==> config.mk <==
export PLATFORM = sky130hd
export DESIGN_NAME = ponv_ctrl
export DESIGN_NICKNAME = d
export VERILOG_FILES = /design/src/sv/ponv_pkg.sv /design/src/sv/ponv_ctrl.sv
export SDC_FILE = /design/constraint.sdc
export NUM_CORES = 1
export LEC_CHECK = 0
export BUFFER_PORTS_ARGS = -buffer_cell sky130_fd_sc_hd__buf_2
export CAP_MARGIN = 20
export CORE_UTILIZATION = 45
export DETAILED_ROUTE_END_ITERATION = 12
export PLACE_DENSITY = 0.74
export SYNTH_ARGS = -nofsm -noshare
export SYNTH_HDL_FRONTEND = slang
export SYNTH_SLANG_ARGS = --single-unit
==> constraint.sdc <==
create_clock -name clk_i -period 1.5 [get_ports clk_i]
set_input_delay 0.3 -clock clk_i [delete_from_list [all_inputs] [get_ports clk_i]]
set_output_delay 0.3 -clock clk_i [all_outputs]
set_load 0.03 [all_outputs]
==> src/sv/ponv_pkg.sv <==
// Shared types and constants for the fractal Perlin noise volume block.
// No dependencies; every other file refers to this package by scoped names.
`default_nettype none

package ponv_pkg;

  localparam int FRAC_BITS     = 16;
  localparam int TABLE_SIZE    = 256;
  localparam int MAX_OCTAVES   = 8;
  localparam int OCT_W         = $clog2(MAX_OCTAVES);
  localparam int CFG_W         = 24;
  localparam int CFG_IDX_W     = 3;
  localparam int NOISE_W       = 19;
  localparam int TOTAL_W       = 40;
  localparam int AMP_SUM_W     = 20;
  localparam int COORD_DIVISOR = 5;
  localparam int CDIV_STEPS    = 5;
  localparam int RD_STEPS      = 14;
  localparam int LERP_STEPS    = 7;
  localparam int FADE_STEPS    = 3;

  // Permutation read sequence of one octave.
  localparam logic [3:0] RD_PX     = 4'd0;
  localparam logic [3:0] RD_PX1    = 4'd1;
  localparam logic [3:0] RD_PA     = 4'd2;
  localparam logic [3:0] RD_PA1    = 4'd3;
  localparam logic [3:0] RD_PB     = 4'd4;
  localparam logic [3:0] RD_PB1    = 4'd5;
  localparam logic [3:0] RD_CORNER = 4'd6;

  // Steps of the fade polynomial.
  localparam logic [1:0] FS_SQUARE = 2'd0;
  localparam logic [1:0] FS_CUBE   = 2'd1;
  localparam logic [1:0] FS_POLY   = 2'd2;

  typedef enum logic [CFG_IDX_W-1:0] {
    CFG_SCALE    = 3'd0,
    CFG_OCTAVES  = 3'd1,
    CFG_PERSIST  = 3'd2,
    CFG_WIDTH    = 3'd3,
    CFG_HEIGHT   = 3'd4
  } cfg_idx_e;

  typedef struct packed {
    logic       func;
    logic [7:0] perm_index;
    logic [7:0] perm_value;
    logic [9:0] voxel_x;
    logic [9:0] voxel_y;
    logic [9:0] voxel_z;
  } item_t;

  typedef struct packed {
    logic [15:0] density;
    logic [29:0] voxel_index;
  } result_t;

  typedef struct packed {
    logic       perm_we;
    logic       eval_start;
    logic       mul_en;
    logic       cdiv_en;
    logic       fade_en;
    logic [1:0] fade_step;
    logic       rd_en;
    logic [3:0] rd_sel;
    logic       lerp_en;
    logic [2:0] lerp_step;
    logic       acc_en;
    logic       div_start;
    logic       out_load;
  } cmd_t;

  typedef struct packed {
    logic [3:0] n_oct;
    logic       div_done;
  } status_t;

endpackage

`default_nettype wire

==> src/sv/ponv_ctrl.sv <==
// Controller: sequences scaling, per-octave reads, lerps, accumulation and
// the final division. Depends on ponv_pkg for the command and status types.
`default_nettype none

module ponv_ctrl (
  input  logic              clk_i,
  input  logic              rst_ni,
  input  logic              start,
  input  logic              func_i,
  output logic              busy,
  output ponv_pkg::cmd_t    cmd_o,
  input  ponv_pkg::status_t status_i
);

  typedef enum logic [3:0] {
    S_IDLE,
    S_MUL,
    S_CDIV,
    S_RD,
    S_LERP,
    S_ACC,
    S_DIVGO,
    S_DIVW,
    S_FIN
  } state_e;

  state_e                      state_q, state_d;
  logic [3:0]                  cnt_q, cnt_d;
  logic [ponv_pkg::OCT_W-1:0]  oct_q, oct_d;
  logic                        busy_q;
  logic                        accept, last_oct;

  assign accept   = start && !busy_q;
  assign last_oct = ({1'b0, oct_q} == (status_i.n_oct - 4'd1));

  always_comb begin
    state_d = state_q;
    cnt_d   = cnt_q;
    oct_d   = oct_q;
    case (state_q)
      S_IDLE: begin
        if (accept && func_i) begin
          state_d = S_MUL;
        end
      end
      S_MUL: begin
        state_d = S_CDIV;
        cnt_d   = '0;
      end
      S_CDIV: begin
        if (cnt_q == 4'(ponv_pkg::CDIV_STEPS - 1)) begin
          state_d = S_RD;
          cnt_d   = '0;
          oct_d   = '0;
        end else begin
          cnt_d = cnt_q + 4'd1;
        end
      end
      S_RD: begin
        // The last count step issues no read, so the last table read can land.
        if (cnt_q == 4'(ponv_pkg::RD_STEPS)) begin
          state_d = S_LERP;
          cnt_d   = '0;
        end else begin
          cnt_d = cnt_q + 4'd1;
        end
      end
      S_LERP: begin
        if (cnt_q == 4'(ponv_pkg::LERP_STEPS - 1)) begin
          state_d = S_ACC;
        end else begin
          cnt_d = cnt_q + 4'd1;
        end
      end
      S_ACC: begin
        cnt_d = '0;
        if (last_oct) begin
          state_d = S_DIVGO;
        end else begin
          state_d = S_RD;
          oct_d   = oct_q + 1'b1;
        end
      end
      S_DIVGO: state_d = S_DIVW;
      S_DIVW: begin
        if (status_i.div_done) begin
          state_d = S_FIN;
        end
      end
      S_FIN:   state_d = S_IDLE;
      default: state_d = S_IDLE;
    endcase
  end

  always_ff @(posedge clk_i or negedge rst_ni) begin
    if (!rst_ni) begin
      state_q <= S_IDLE;
      cnt_q   <= '0;
      oct_q   <= '0;
      busy_q  <= 1'b0;
    end else begin
      state_q <= state_d;
      cnt_q   <= cnt_d;
      oct_q   <= oct_d;
      busy_q  <= (state_d != S_IDLE);
    end
  end

  always_comb begin
    cmd_o            = '0;
    cmd_o.perm_we    = accept && !func_i;
    cmd_o.eval_start = accept && func_i;
    cmd_o.mul_en     = (state_q == S_MUL);
    cmd_o.cdiv_en    = (state_q == S_CDIV);
    cmd_o.fade_en    = (state_q == S_RD) && (cnt_q < 4'(ponv_pkg::FADE_STEPS));
    cmd_o.fade_step  = cnt_q[1:0];
    cmd_o.rd_en      = (state_q == S_RD) && (cnt_q < 4'(ponv_pkg::RD_STEPS));
    cmd_o.rd_sel     = cnt_q;
    cmd_o.lerp_en    = (state_q == S_LERP);
    cmd_o.lerp_step  = cnt_q[2:0];
    cmd_o.acc_en     = (state_q == S_ACC);
    cmd_o.div_start  = (state_q == S_DIVGO);
    cmd_o.out_load   = (state_q == S_FIN);
  end

  assign busy = busy_q;

  a_eval_busy : assert property (@(posedge clk_i) disable iff (!rst_ni)
    (start && !busy_q && func_i) |=> busy_q)
    else $error("evaluation item accepted without going busy");

  a_load_free : assert property (@(posedge clk_i) disable iff (!rst_ni)
    (start && !busy_q && !func_i) |=> !busy_q)
    else $error("table load item made the block busy");

  a_div_owner : assert property (@(posedge clk_i) disable iff (!rst_ni)
    status_i.div_done |-> (state_q == S_DIVW))
    else $error("divider finished outside its wait state");

  a_fin_idle : assert property (@(posedge clk_i) disable iff (!rst_ni)
    (state_q == S_FIN) |=> !busy_q)
    else $error("block still busy after delivering a result");

endmodule

`default_nettype wire

Word level (Yosys, flattened, before mapping)
Index checks and enable logic that the tools add are counted. W data, S select, Z words.

Register bits after elaboration: 12. Bits of input ports: 9. Output and inout port bits: 20. Logic and storage cells: 52.

$add $sub $neg: 3. Magnitude comparators: 2. Eq/ne operators: 15. Muxes and demuxes: 14. Reductions and logical operators: 14.

Operators by type and width (number): $mux W4 (8); $pmux W4 S8 (1); $eq A4 B3 Y1 const B (6); $pmux W4 S4 (1); $mux W3 (3); $eq A4 B2 Y1 const B (2); $eq A4 B4 Y1 const B (2); $reduce_bool A4 Y1 (2); $pmux W3 S2 (1); $logic_and A1 B1 Y1 (5); $add A4 B1 Y4 const B (1); $eq A3 B4 Y1 (1); $eq A4 B1 Y1 const B (1); $logic_not A4 Y1 (1); $lt A4 B2 Y1 const B (1); $lt A4 B4 Y1 const B (1); $ne A2 B2 Y1 const B (2); $sub A4 B1 Y4 const B (1); $add A3 B1 Y3 const B (1); $reduce_and A3 Y1 (1); $logic_not A1 Y1 (2); $ne A2 B1 Y1 const B (1); $reduce_and A2 Y1 (1); $reduce_bool A2 Y1 (1); $reduce_or A2 Y1 (1).

Logic depth before layout (Yosys ltp)
Word-level depth: 6. Mapped depth: 7. Mapped depth without buffers: 7.

Worst setup path after synthesis
No wires, ideal clock.

Path type: register to output. Start: register cnt_q[0]. End: output port cmd_o[14] (netlist bit). Arrival time: 1780 ps. Data required time: 1200 ps. Setup slack: -580 ps. Cell stages (with the launch flop): 3. Buffers on the path: 0. Cells stage by stage: dfrtp_1 ha_1 nor4_1.

RTL lines: start, declared (RTL line ponv_ctrl.sv:28) `logic [3:0] cnt_q, cnt_d;`; start signal, assigned (RTL line ponv_ctrl.sv:103) `cnt_q <= cnt_d;`; end, declared (RTL line ponv_ctrl.sv:11) `output ponv_pkg::cmd_t cmd_o,`.

==> summary.md <==
| Metric | Value |
|---|---|
| Drt pass-1 iters | `4` |
| Setup CP Type | `flop to output port` |
| Mean Syn Cell Area | `roughly 8.4 sq um` |
| Syn nets | `131` |
| Mapped cell area | `983.4 sq um` |
| Failing checks | `negative setup slack` |
| Total Wirelength | `roughly 4.7 mm` |
| Worst vdd ir | `between 0.0015 and 0.002 V` |
| Leak Pwr | `around 0.00088 uW` |
| I/O Buffers | `28` |
| Max-Cap Viols | `0` |
| Final nets | `200` |
| Fillers | `74` |
| Critical Path Start Type | `flop` |
| Die area | `approximately 0.0024 sq mm` |
| Num CTS Buffers | `3` |
| Wire per inst | `about 22 um` |
| Core Area | `0.002002 sq mm` |
| Sinks on the clock net | `12` |
| Gpl congestion | `just over 0.8` |
| Yosys reg bits | `12` |
| HP Class | `input pin to flop` |
| Largest net degree at the start of global routing | `13` |
| Post-synth EDFFs | `0` |
| Root buffer cell | `clkbuf_4` |
| 1st-iter DRT viols | `75` |
| Critical path required time | `1.20 ns` |
| Run status | `complete, but fails checks` |
| Ys Warns | `0` |
| Post-Syn Instances | `~120` |
| Unique masters post-synth | `45` |
| Top-area cell type share of the netlist area | `a little under a third` |
| Placed insts | `187` |
| # setup viols final | `19` |
| Post-DRT Antenna Nets | `0` |
| Number of global-route vias before repair | `1244` |
| Seq/Total Area, Yosys | `30.53%` |
| Finished Layout Cells | `212` |
| RSZ-0062 raised after global routing | `true` |
| Main synth FF type | `dfrtp_1` |
| Final WS setup | `-0.3697 ns` |
| DR vias | `roughly 1300` |
| Initial antenna violation count | `0` |
| Most common cell after layout, fill and taps aside | `buf_4` |
| Cell taking the most area after synthesis | `dfrtp_1` |
| FFs w/ async S/R, synth | `100.0%` |
| Slew headroom | `78.68%` |
| Antenna fix cells | `0` |
| Num ports | `29` |
| Crit path max fanout | `3` |
| Hpwl dp | `~2.1 mm` |
| Share of layout cells above drive strength 1 | `between 60% and 70%` |
| Crit. End Element | `output port` |
| Area delta synth->final | `85.11%` |
| Clk_lat worst skew | `0.30 ns` |
| Fin crit share | `124.6%` |
| CTS clk-pin slew, worst paths | `0.10 ns` |
| Final hold vios | `0` |
| Fmax | `~0.53 GHz` |
| Setup Skew | `~0.0030 ns` |
| First-pass GRT wire length | `6.396 mm` |
| Commonest non-fill, non-tap cells in the layout | `buf_4, buf_6, buf_2` |
| Total track usage | `between 30% and 40%` |
| CTS H-tree lvls | `1` |
| Clock Path Buffers | `2` |
| Initial core utilization | `49.12%` |
| CTS tree | `done` |
| Worst-margin pin slew | `0.3197 ns` |
| Crit path time final | `1.870 ns` |
| Power density over the cells | `2125 mW/mm^2` |
| Die Ht | `48.75 um` |
| # DRC | `0` |
| Max Slew Vio Count | `0` |
| Worst EP arrival | `1.57 ns` |
| Via density | `between 6 and 7` |
| Final hold slack | `0.3005 ns` |
| GRT Residual Overflow | `0` |
| Rows | `16` |
| Top cells by area, synth | `dfrtp_1, ha_1, nand2_1` |
| Die X | `48.75 um` |
## metal layers
metal	vias to the layer above	GRT usage [%]	routed length, um	part of all wire, %
li1	545	-	-	-
met1	617	43.00	1777	38
met2	110	66.67	2272	49
met3	40	5.031	366	7.8
met4	0	8.824	254	5.4
met5	-	0	0	0
## area by class of cell
| type | count | area [sq um] | area share (%) |
|---|---|---|---|
| Sequential cell | 12 | 307.8 | 16.91 |
| Multi-Input combinational cell | 84 | 789.5 | 43.37 |
| Clock buffer | 4 | 36.28 | 1.993 |
| Tap cell | 27 | 33.78 | 1.856 |
| Timing Repair Buffer | 75 | 593.1 | 32.58 |
| Inverter | 10 | 60.06 | 3.299 |
## sequential cells by signal, summed over array words and instances (netlist names)
register  cells
cnt_q         4
state_q       4
oct_q         3
busy          1
## synth_stat cells, drive strengths merged, types with 2 or more instances
cell type and n:
a21oi 2, a22o 2, and2 2, buf 7, clkbuf 4, dfrtp 12, ha 5, inv 10
mux2i 2, nand2 15, nand2b 4, nand3 4, nand3b 3, nor2 3, nor3 5, nor3b 3
o21ai 8, o22ai 3, xor2 3
## stage by stage
step	cell area [sq um]	setup slack (ns)	utilization, %	power [uW]	setup TNS, ns
2_1_floorplan	1146	-0.1525	-	2084	-0.8108
3_3_place_gp	1435	-0.3678	71.69	2564	-1.557
3_5_place_dp	1435	-0.4542	71.69	2658	-1.961
4_1_cts	1742	-0.2352	87.00	3420	-2.325
5_1_grt	1821	-0.3960	90.94	4007	-4.518
6_report	1821	-0.3697	90.94	3869	-3.715
## critical path, cell delays in order (launching register included)
cell and delay, ns:
dfrtp_1 0.42, nor2b_2 0.19, nand3b_1 0.15, nor4_4 0.33, buf_6 0.18
## where the power goes
group	switching (uW)	leakage, uW	internal [uW]
clock network	150	0.0000210	148
registers	175	0.000141	461
logic	1620	0.000713	1310
total	1950	0.000875	1920
## cell families (layout without fill, tap and decap cells)
| family | Yosys count | in the layout | share of synthesized area [%] |
|---|---|---|---|
| flops | 12 | 12 | 30.53 |
| xor+xnor | 3 | 3 | 2.672 |
| compound gates | 25 | 25 | 18.07 |
| fa+ha+maj | 5 | 5 | 6.361 |
| simple gates | 49 | 49 | 30.15 |
| buf+inv | 21 | 89 | 10.18 |
| mux | 2 | 2 | 2.036 |
## what timing repair did
action                     CTS  global route
hold endpoints to repair    12             0
hold buffers                 1             0
pin swaps                   17            10
gates resized for setup     39            18
buffers inserted            17             6
setup endpoints to repair   20            20
## final timing paths
path,start,endpoint,slack (ns),cells after the start
min reg2reg,oct_q[0],oct_q[0],0.61,1
max,state_q[0],cmd_o[14],-0.37,4
max in group asynchronous,rst_ni,cnt_q[0],0.81,2
min,status_i[0],state_q[3],0.30,3
max reg2reg,cnt_q[1],cnt_q[3],-0.30,7
min in group asynchronous,rst_ni,state_q[0],0.42,2
No activity file was read; power rests on OpenSTA's default activity.
